File: src/hw/rtl/assert_macros.svh
// Assertion macros shared by the RTL files.
`ifndef ASSERT_MACROS_SVH
`define ASSERT_MACROS_SVH
`ifndef ASSERT_OFF
`define ASSERT_IMPL(label, clk, rst_n, prop, msg) \
	label: assert property (@(posedge clk) disable iff (!rst_n) prop) else $error(msg);
`define ASSERT_NEVER(label, clk, rst_n, expr, msg) \
	label: assert property (@(posedge clk) disable iff (!rst_n) !(expr)) else $error(msg);
`else
`define ASSERT_IMPL(label, clk, rst_n, prop, msg)
`define ASSERT_NEVER(label, clk, rst_n, expr, msg)
`endif
`endif

File: src/hw/rtl/lrupp_pkg.sv
// ----------------------------------------------------------------------------
// lrupp_pkg
// Shared types and constants of the LRU page pool.
// ----------------------------------------------------------------------------
`default_nettype none
package lrupp_pkg;
	localparam int POOL_SLOTS = 16;
	localparam int PIN_SLOTS  = 16;
	localparam int PIDX_W = (POOL_SLOTS > 1) ? $clog2(POOL_SLOTS) : 1;
	localparam int NIDX_W = (PIN_SLOTS > 1) ? $clog2(PIN_SLOTS) : 1;
	localparam int CNT_W  = $clog2(POOL_SLOTS + 1);
	localparam int QDEPTH = 2;

	typedef enum logic [1:0] {
		CMD_ACCESS = 2'd0,
		CMD_PIN    = 2'd1,
		CMD_UNPIN  = 2'd2,
		CMD_NOP    = 2'd3
	} cmd_t;

	typedef enum logic [2:0] {
		ST_HIT      = 3'd0,
		ST_MISS     = 3'd1,
		ST_EVICT    = 3'd2,
		ST_REFUSED  = 3'd3,
		ST_PINNED   = 3'd4,
		ST_PINFULL  = 3'd5,
		ST_UNPINNED = 3'd6
	} status_t;

	typedef struct packed {
		cmd_t        cmd;
		logic [31:0] key;
	} req_t;
endpackage
`default_nettype wire

File: src/hw/rtl/lrupp_front.sv
// ----------------------------------------------------------------------------
// lrupp_front
// Accepts requests, decodes the command and queues them for the back end.
// ----------------------------------------------------------------------------
`default_nettype none
`include "assert_macros.svh"
module lrupp_front import lrupp_pkg::*; (
	input  wire logic        clk,
	input  wire logic        arst_n,
	input  wire logic        in_valid,
	output logic             in_stall,
	input  wire logic [1:0]  command,
	input  wire logic [15:0] matrix_id,
	input  wire logic [15:0] page_index,
	output logic             q_valid,
	input  wire logic        q_pop,
	output req_t             q_head
);
	req_t       mem_q [QDEPTH];
	logic       wp_q, rp_q;
	logic [1:0] cnt_q;
	logic       push;

	assign in_stall = (cnt_q == 2'(QDEPTH));
	assign push     = in_valid && !in_stall;
	assign q_valid  = (cnt_q != 2'd0);
	assign q_head   = mem_q[rp_q];

	always_ff @(posedge clk) begin
		if (push) begin
			mem_q[wp_q] <= '{cmd: cmd_t'(command), key: {matrix_id, page_index}};
		end
	end

	always_ff @(posedge clk or negedge arst_n) begin
		if (!arst_n) begin
			wp_q  <= 1'b0;
			rp_q  <= 1'b0;
			cnt_q <= 2'd0;
		end else begin
			if (push) wp_q <= ~wp_q;
			if (q_pop) rp_q <= ~rp_q;
			cnt_q <= cnt_q + 2'(push) - 2'(q_pop);
		end
	end

	`ASSERT_NEVER(a_no_underflow, clk, arst_n, q_pop && !q_valid, "pop of empty queue")
	`ASSERT_NEVER(a_cnt_range, clk, arst_n, cnt_q > 2'(QDEPTH), "queue count overflow")
	`ASSERT_IMPL(a_push_count, clk, arst_n, (push && !q_pop) |=> (cnt_q == $past(cnt_q) + 2'd1), "count missed push")
endmodule
`default_nettype wire

File: config.mk
export PLATFORM = sky130hd
export DESIGN_NAME = lrupp_front
export DESIGN_NICKNAME = d
export VERILOG_FILES = /design/src/hw/rtl/lrupp_pkg.sv /design/src/hw/rtl/lrupp_front.sv
export VERILOG_INCLUDE_DIRS = /design/src /design/src/hw/rtl
export SDC_FILE = /design/constraint.sdc
export NUM_CORES = 1
export LEC_CHECK = 0
export ABC_AREA = 1
export BUFFER_PORTS_ARGS = -buffer_cell sky130_fd_sc_hd__buf_2
export CAP_MARGIN = 30
export CORE_MARGIN = 2
export CORE_UTILIZATION = 47
export DETAILED_ROUTE_END_ITERATION = 6
export HOLD_SLACK_MARGIN = 0.15
export MAX_ROUTING_LAYER = met4
export PLACE_DENSITY_LB_ADDON = 0.25
export SLEW_MARGIN = 0
export SYNTH_ARGS = -nofsm -noshare
export SYNTH_HDL_FRONTEND = slang
export SYNTH_SLANG_ARGS = --single-unit
File: constraint.sdc
create_clock -name clk -period 2.6 [get_ports clk]
set_clock_uncertainty 0.05 [all_clocks]
set_input_delay 0 -clock clk [delete_from_list [all_inputs] [get_ports clk]]
set_output_delay 0 -clock clk [all_outputs]
set_load 0.05 [all_outputs]
# ---- Word level (Yosys, flattened, before mapping)
# Memory sizes are Yosys's and may differ from the RTL's.
# Index checks and enable logic that the tools add are counted.
dict set report totals {
  ff_bits 4
  latchBits 0
  mem_bits_rw 68
  mem_bits_ro 0
  in_bits 38
  out_inout_bits 36
  word_cells 14
  n_memories 1
}
dict set report op_classes {
  add_sub_neg 2
  multipliers 0
  div 0
  n_lt_le_gt_ge 0
  eq_ne 1
  shifts 0
  n_mux 2
  bitwise_logic 2
  n_reduce_logical 3
}
# name depth width read_ports rd_ports_with_merged_regs write_ports line_no
set mem_list {}
lappend mem_list {mem_q 2 34 1 0 1 lrupp_front.sv:19} ;# req_t mem_q [QDEPTH];
# operator n
set ops {}
lappend ops {{adder 2 x 1 -> 2 bit} 1}
lappend ops {{equality test 2 bit, second input constant} 1}
lappend ops {{2-to-1 mux 1 bit} 2}
lappend ops {{inverter 1 bit} 2}
lappend ops {{nonzero test 2 bit} 1}
lappend ops {{subtractor 2 x 1 -> 2 bit} 1}
lappend ops {{logical AND 1 bit} 1}
lappend ops {{zero test 1 bit} 1}

# ---- Logic depth before layout (Yosys ltp)
# Gate-level depths: netlist of run 1.
dict set report depth {
  ltp_word 5
  depth_mapped 9
}

# ---- Worst setup path before layout of run 1
# OpenSTA, ideal clock, no wires.
dict set report synth_path {
  path_type {reg-to-reg}
  start {register cnt_q[1]}
  end {memory mem_q[1][0] (netlist bit), enable pin}
  setup_ns 0.425
  t_arrival_ns 1.994
  setup_slack_ns 0.131
  stages_incl_launch_ff 4
  n_path_buf 0
  path_cell_list {dfrtp_1 -> nand2_1 -> nand2_1 -> nor2_1}
}
dict set report synth_between {
  elab_chain_cells 5
}
# item line_no
set synth_rtl {}
lappend synth_rtl {{start: declaration} lrupp_front.sv:21} ;# logic [1:0] cnt_q;
lappend synth_rtl {{start signal: assignment} lrupp_front.sv:43} ;# cnt_q <= cnt_q + 2'(push) - 2'(q_pop);
lappend synth_rtl {{equality test 2 bit} lrupp_front.sv:24} ;# assign in_stall = (cnt_q == 2'(QDEPTH));
lappend synth_rtl {{zero test 1 bit} lrupp_front.sv:25} ;# assign push = in_valid && !in_stall;
lappend synth_rtl {{logical AND 1 bit} lrupp_front.sv:25}
lappend synth_rtl {{2-to-1 mux 1 bit} lrupp_front.sv:30} ;# if (push) begin
lappend synth_rtl {{2-to-1 mux 1 bit (implied by the code)} lrupp_front.sv:31} ;# mem_q[wp_q] <= '{cmd: cmd_t'(command), key: {matrix_id, page_index}};
lappend synth_rtl {{end: declaration} lrupp_front.sv:19}
# No other way between the ends.

==> out/metrics.cfg, run 1 <==
[final_layout]
final_cell_mix=buf_2 (73), edfxtp_1 (68), nand2_1 (44)
layout_commonest_cell=buf_2
antennaDiodeCount=0
fill_cells=459
fin_area_um2=3800
nets=363
area_growth_pct=36.8
final_util=0.654
drive_above_1_share=0.297

[synth]
avgSynthCellArea_um2=13.5
synth_cell_types=15
synthXorXnorAreaFrac=0.00315
synth_top_family_by_area=buffers and inverters
yosys.area.top_type=edfxtp_1
synth-simple-area-share=0.0644
synth-compound-area-share=0.0693
yosys_warnings=0
syn-num-nets=246
synthCells=206
yosys.area.top_type_share=0.734
yosysSeqAreaShare=0.770
synth.area.top_cells=edfxtp_1 (73%), nand2_1 (5.9%), inv_1 (5.7%)
netlist_area_um2=2780
synth-adder-area-share=0.00900
synthMuxAreaShare=0
ys_ff_latch=72

[global_route]
grt_pass1_vias=1684
use_met2=0.248
grt_antenna_before_repair=0
grt_pass1_wl_mm=7.40
grt_util_met3=0.0578
grt_max_degree=53
grt_overflow=0
met1_usage=0.193
grt_use_total=0.162
grt.busiest_layer=met2

[drt]
drc_errors=0
drtIter0Drc=111
finalWirelength_mm=4.73
dr.pass1.iters=4
postRouteAntennaNets=0
via_count=1803
viasPerCell=4.49
detail_route.wl_per_cell_um=11.8

[placement]
place_area_um2=3220
dpl.hpwl_mm=2.93
io_buffers=73
globalplace.congestion=0.748

[critical_path]
cp_data_required_time_ns=2.55
arrival_ns=1.70
r2r_cells=5
crit_path_max_fanout=52
critical_path_class=reg -> out
cp-end-kind=output port
critPathLaunchType=register

[clock_tree]
post-cts-setup-buffers=0
cts_buffer_depth=2
clock_sinks=72
cts_made_buffers=9
clk_latency_ns=0.33
clkTransAtPathRegs_ns=0.06
cts_root_buffer=clkbuf_8
h-tree-depth=3
cts_tree=built

[sta]
tightestPinTransition_ns=0.494
tns_ns=0
fin_crit_ns=1.75
fin_crit_sh=0.672
drv_slew=0
worst_slew_margin_rel=0.670
rsz0062_at_grt=false
clock.fmax_ghz=0.572
worst_hold_slack_ns=0.337
finalSetupViolCount=0
finalHoldViolCount=0

[floorplan]
core-area_um2=5820
std_cell_rows=28
start_util=0.478
dieHeight_um=80.9
ios=74
die_w_um=80.9
dieArea_um2=6550

[power]
vdd_drop_max_uv=702
power.density_nw_per_um2=1230
leakage_nw=1.67

[min_path]
hold_class=in -> reg
worstHoldPathCells=2

[flow_run]
maxCapViolCount=0

[status]
status=complete, no violations

-- layout make-up --
| cell class | count | area [µm²] | share of cell area |
|---|---|---|---|
| Clock inverter | 4 | 70.1 | 0.0184 |
| Inverter | 42 | 158 | 0.0415 |
| Timing Repair Buffer | 114 | 793 | 0.209 |
| Sequential cell | 72 | 2140 | 0.564 |
| Clock buffer | 11 | 131 | 0.0346 |
| Tap cell | 75 | 93.8 | 0.0247 |
| Multi-Input combinational cell | 84 | 413 | 0.109 |
-- through the flow --
stage | cells | power, mW | setup slack [ns]
CTS | 402 | 4.74 | 0.887
detailed placement | 349 | 3.78 | 0.900
floorplan | 206 | 3.36 | 0.131
global route | 402 | 4.94 | 0.759
finish | 402 | 4.69 | 0.853
global placement | 348 | 3.73 | 0.902
-- state kept, by name (all words and copies together) (netlist names) --
| signal | flops |
|---|---|
| cnt_q | 2 |
| rp_q | 1 |
| mem_q | 68 |
| wp_q | 1 |
-- power by group --
group,internal [mW],switching [mW]
registers,1.58,0.102
clock network,0.532,0.363
logic,0.471,1.64
-- final timing paths --
path	endpoint	from	slack, ns
hold reg to reg	wp_q	wp_q	0.43
setup / recovery	q_head[12]	rp_q	0.85
min in group asynchronous	cnt_q[0]	arst_n	0.52
setup reg to reg	mem_q[1][9]	cnt_q[0]	0.90
max in group asynchronous	rp_q	arst_n	1.79
hold / removal	mem_q[0][11]	page_index[11]	0.34
-- cells in the mapped netlist --
cell       n
nand3_1    2
inv_1     42
nand2_1   44
buf_2      3
buf_6      2
ha_1       2
xor2_1     1
o21ai_1    5
dfrtp_1    4
buf_4      1
nor2_1     1
o21ai_0   23
o21ai_2    6
edfxtp_1  68
buf_8      2
-- per-layer routing --
layer	vias to the layer above	wire length, µm
met1	813	2130
met4	0	78
met5	-	0
li1	919	-
met3	8	271
met2	63	2250
-- what timing repair did --
action                                 in CTS  in global routing
endpoints found under the hold margin      86                  0
hold buffers                               38                  0
gates resized for setup                     0                  0
-- cells by family after synthesis --
group                      Yosys count
AOI/OAI and AO/OA                   34
adders and majority gates            2
buffers and inverters               50
xor gates and xnor gates             1
DFF                                 72
and+or+nand+nor                     47
-- critical path: stages (launching register included) --
cell     delay [ns]
dfrtp_2        0.53
buf_12         0.23
o21ai_0        0.27
buf_2          0.32
Power figures use the tool's default switching activity.
==> run 2: changes to the inputs <==
--- a/config.mk
+++ b/config.mk
@@ -6,7 +6,7 @@
 export SDC_FILE = /design/constraint.sdc
 export NUM_CORES = 1
 export LEC_CHECK = 0
-export ABC_AREA = 1
+export ABC_AREA = 0
 export BUFFER_PORTS_ARGS = -buffer_cell sky130_fd_sc_hd__buf_2
 export CAP_MARGIN = 30
 export CORE_MARGIN = 2
==> constraint.sdc (replaced) <==
create_clock -name clk -period 1.55 [get_ports clk]
set_clock_uncertainty 0.05 [all_clocks]
set_input_delay 0 -clock clk [delete_from_list [all_inputs] [get_ports clk]]
set_output_delay 0 -clock clk [all_outputs]
set_load 0.05 [all_outputs]
==> run 2 against run 1 <==
  * Count of clock-buffer cells in the layout shrank 1
  * Register-to-register slack got worse by 0.87 ns
  * Sequential power rose by 67%
  * Hold slack improved by 0.0043 ns
  * Final area is 4.5% higher
  * Critical path type unchanged
  * Routed wire length increased by 2.9%
  * Non-clock buffer count increased by 8
  * Via count shrank 13%
  * Largest cell class unchanged
  * Critical path depth unchanged
  * Die area is 0.64% higher
  * Clock power is 48% higher
  * Worst setup slack got worse by 0.83 ns
==> out/metrics.cfg, run 2 <==
[power]
leakage_nw=1.63  ; -2.5%
power.total_mw=8.12  ; +73%
p_seq_frac=0.348  ; -0.012
pwr-share-clk=0.164  ; -0.027
comb_power_share=0.488  ; +0.038
switching_power_mw=3.21  ; +53%
sw_frac_of_total=0.395  ; -0.0533
power.density_nw_per_um2=2040  ; +66%
intPower_mw=4.91  ; +90%
vdd_drop_max_uv=1290  ; +84%

[clock_tree]
clk_latency_ns=0.32  ; about the same
cts_root_buffer=clkbuf_8
h-tree-depth=3  ; unchanged
cts_tree=built
clkTransAtPathRegs_ns=0.07  ; about the same
cts_buffer_depth=2  ; unchanged
clock_sinks=72  ; unchanged
cts_made_buffers=9  ; unchanged

[global_route]
grt_max_degree=19  ; -64%
grt_use_total=0.163  ; +0.00141
grt_antenna_before_repair=0  ; unchanged
grt_pass1_wl_mm=7.51  ; +1.4%
grt_pass1_vias=1618  ; -3.9%
grt_overflow=0  ; unchanged

[synth]
avgSynthCellArea_um2=22.8  ; +69%
yosys.area.top_type=edfxtp_1
postSynth.asyncResetShare=0.0556  ; unchanged
synthCells=123  ; -40%
yosys_warnings=0  ; unchanged
yosysMostFrequentCell=edfxtp_1
yosys.area.top_type_share=0.730  ; -0.00492
syn-num-nets=163  ; -34%
synth_edf_count=68  ; unchanged
netlist_area_um2=2800  ; +0.68%
synth.area.top_cells=edfxtp_1 (73%), mux2_4 (16%), dfrtp_1 (3.6%)
ys_ff_latch=72  ; unchanged
yosysSeqAreaShare=0.765  ; -0.00517
synthTopCellsByCount=edfxtp_1 (68), mux2_4 (29), mux2_2 (5)
synthFlopType=edfxtp_1
synth_cell_types=15  ; unchanged

[status]
status=complete, no violations

[final_layout]
nets=292  ; -20%
area_growth_pct=41.9
final_util=0.679  ; +0.0252
layout_commonest_cell=edfxtp_1
ff_latch_area_um2=2140  ; unchanged
reg_top3=mem_q: 68 flops, cnt_q: 2 flops
drive_above_1_share=0.533  ; +0.236
largest_reg_flops=68  ; unchanged
fill_cells=409  ; -11%
multi_input_area_um2=607  ; +47%
top_register=mem_q
antennaDiodeCount=0  ; unchanged
final_cell_mix=edfxtp_1 (68), buf_2 (63), dlygate4sd3_1 (38)

[critical_path]
cpPeakStageDelay_ns=0.43  ; -0.10 ns
crit_path_max_fanout=15  ; -71%
worst_r2r_endpoint=cnt_q[1]
critPathLaunchType=register
arrival_ns=1.48  ; -0.22 ns
cp-end-kind=output port
r2r_setup_slack_ns=0.03  ; -0.87 ns
reg2reg_from=cnt_q[0]
path_cells=buf_12 > mux2_2 > buf_2
r2r_cells=7  ; +2
critical_path_class=reg -> out
cp_data_required_time_ns=1.50  ; -1.05 ns
cp_slowest_cell=dfrtp_2

[drt]
postRouteAntennaNets=0  ; unchanged
dr.pass1.iters=4  ; unchanged
detail_route.wl_per_cell_um=14.6  ; +25%
finalWirelength_mm=4.86  ; +2.9%
viasPerCell=4.70  ; +4.8%
drtIter0Drc=67  ; -40%
via_count=1561  ; -13%
drc_errors=0  ; unchanged

[floorplan]
dieHeight_um=81.2  ; +0.32%
die_w_um=81.2  ; +0.32%
start_util=0.478  ; about the same
ios=74  ; unchanged
std_cell_rows=28  ; unchanged
dieArea_um2=6590  ; +0.64%
core-area_um2=5850  ; +0.60%

[sta]
tightestPinTransition_ns=0.266  ; -0.228 ns
worst_slew_margin_rel=0.824  ; +0.154
fin_crit_ns=1.53
clock.fmax_ghz=0.655
finalHoldViolCount=0  ; unchanged
rsz0062_at_grt=true
drv_slew=0  ; unchanged
fin_crit_sh=0.985
worst_hold_slack_ns=0.341  ; +0.00434 ns
worst_slack_ns=0.0233  ; -0.830 ns
tns_ns=0  ; unchanged
finalSetupViolCount=0  ; unchanged

[min_path]
holdPathEnd=mem_q[0][32]
hold_path.startpoint=command[0]
hold_class=in -> reg
worstHoldPathCells=2  ; unchanged

[placement]
io_buffers=73  ; unchanged
globalplace.congestion=0.629  ; -16%
place_ws_ns=-0.0374  ; -0.937 ns
dpl.hpwl_mm=3.10  ; +5.8%

[flow_run]
maxCapViolCount=0  ; unchanged

-- run 2: cell count changes in the layout (fill, tap and decap cells not counted), moves of 2 or more --
cell	previous run	this run
nand2_1	44	0
inv_1	42	2
mux2_4	0	29
o21ai_0	23	0
buf_2	73	63
buf_4	1	11
o21ai_2	6	0
mux2_2	0	5
o21ai_1	5	0
buf_12	2	6
buf_6	0	4
clkinv_1	0	4
nand3_1	2	0
xnor2_1	0	2
-- run 2: how the worst max path moves through the flow --
| stage | startpoint | endpoint | depth (start not counted) |
|---|---|---|---|
| floorplan | cnt_q[1] | mem_q[0][0] | 3 |
| global placement | cnt_q[1] | cnt_q[1] | 7 |
| detailed placement | cnt_q[1] | cnt_q[1] | 7 |
| CTS | rp_q | q_head[2] | 3 |
| global route | rp_q | q_head[2] | 3 |
| finish | rp_q | q_head[2] | 3 |
-- run 2: logic make-up after synthesis --
group                    share of synthesized area
flip-flops                                   0.765
buffers and inverters                       0.0282
AND/OR/NAND/NOR                            0.00939
multiplexers                                 0.176
adder cells (fa/ha/maj)                    0.00894
XOR/XNOR                                    0.0125
-- run 2: per-layer routing --
metal / vias to the layer above / share of wire / track usage
met4: 0 / 0.0068 / 0.0661
met2: 48 / 0.56 / 0.291
li1: 735 / - / -
met1: 772 / 0.39 / 0.175
met3: 6 / 0.042 / 0.0389
met5: - / 0 / -
-- run 2: power by group through the flow --
stage / combinational (mW) / sequential [mW] / clock [mW]
after floorplan: 3.00 / 2.80 / 0
after CTS: 3.90 / 2.83 / 1.36
after global placement: 3.58 / 2.87 / 0
after global routing: 4.16 / 2.87 / 1.44
final: 3.97 / 2.83 / 1.33
after detailed placement: 3.65 / 2.91 / 0
-- run 2: through the flow --
stage / instances / cell area [µm²]
2_1_floorplan: 123 / 2810
3_3_place_gp: 275 / 3330
3_5_place_dp: 275 / 3330
4_1_cts: 332 / 3940
5_1_grt: 332 / 3970
6_report: 332 / 3970
-- run 2: what timing repair did --
action | 4_1_cts | 5_1_grt
hold buffers | 38 | 0
setup endpoints to repair | 30 | 20
hold endpoints to repair | 75 | 0
buffers inserted | 3 | 0
pin swaps | 2 | 1
resized for setup | 7 | 16
-- run 2: worst max-delay path: cells and delay by family (launching register included) --
family   cells  cell delay (ns)
mux          1             0.34
buf+inv      2             0.39
flops        1             0.43
-- run 2: cell type report --
class,instances,area share
Sequential cell,72,0.540
Tap cell,75,0.0236
Inverter,2,0.00189
Clock buffer,10,0.0321
Timing Repair Buffer,122,0.237
Clock inverter,6,0.0126
Multi-Input combinational cell,45,0.153
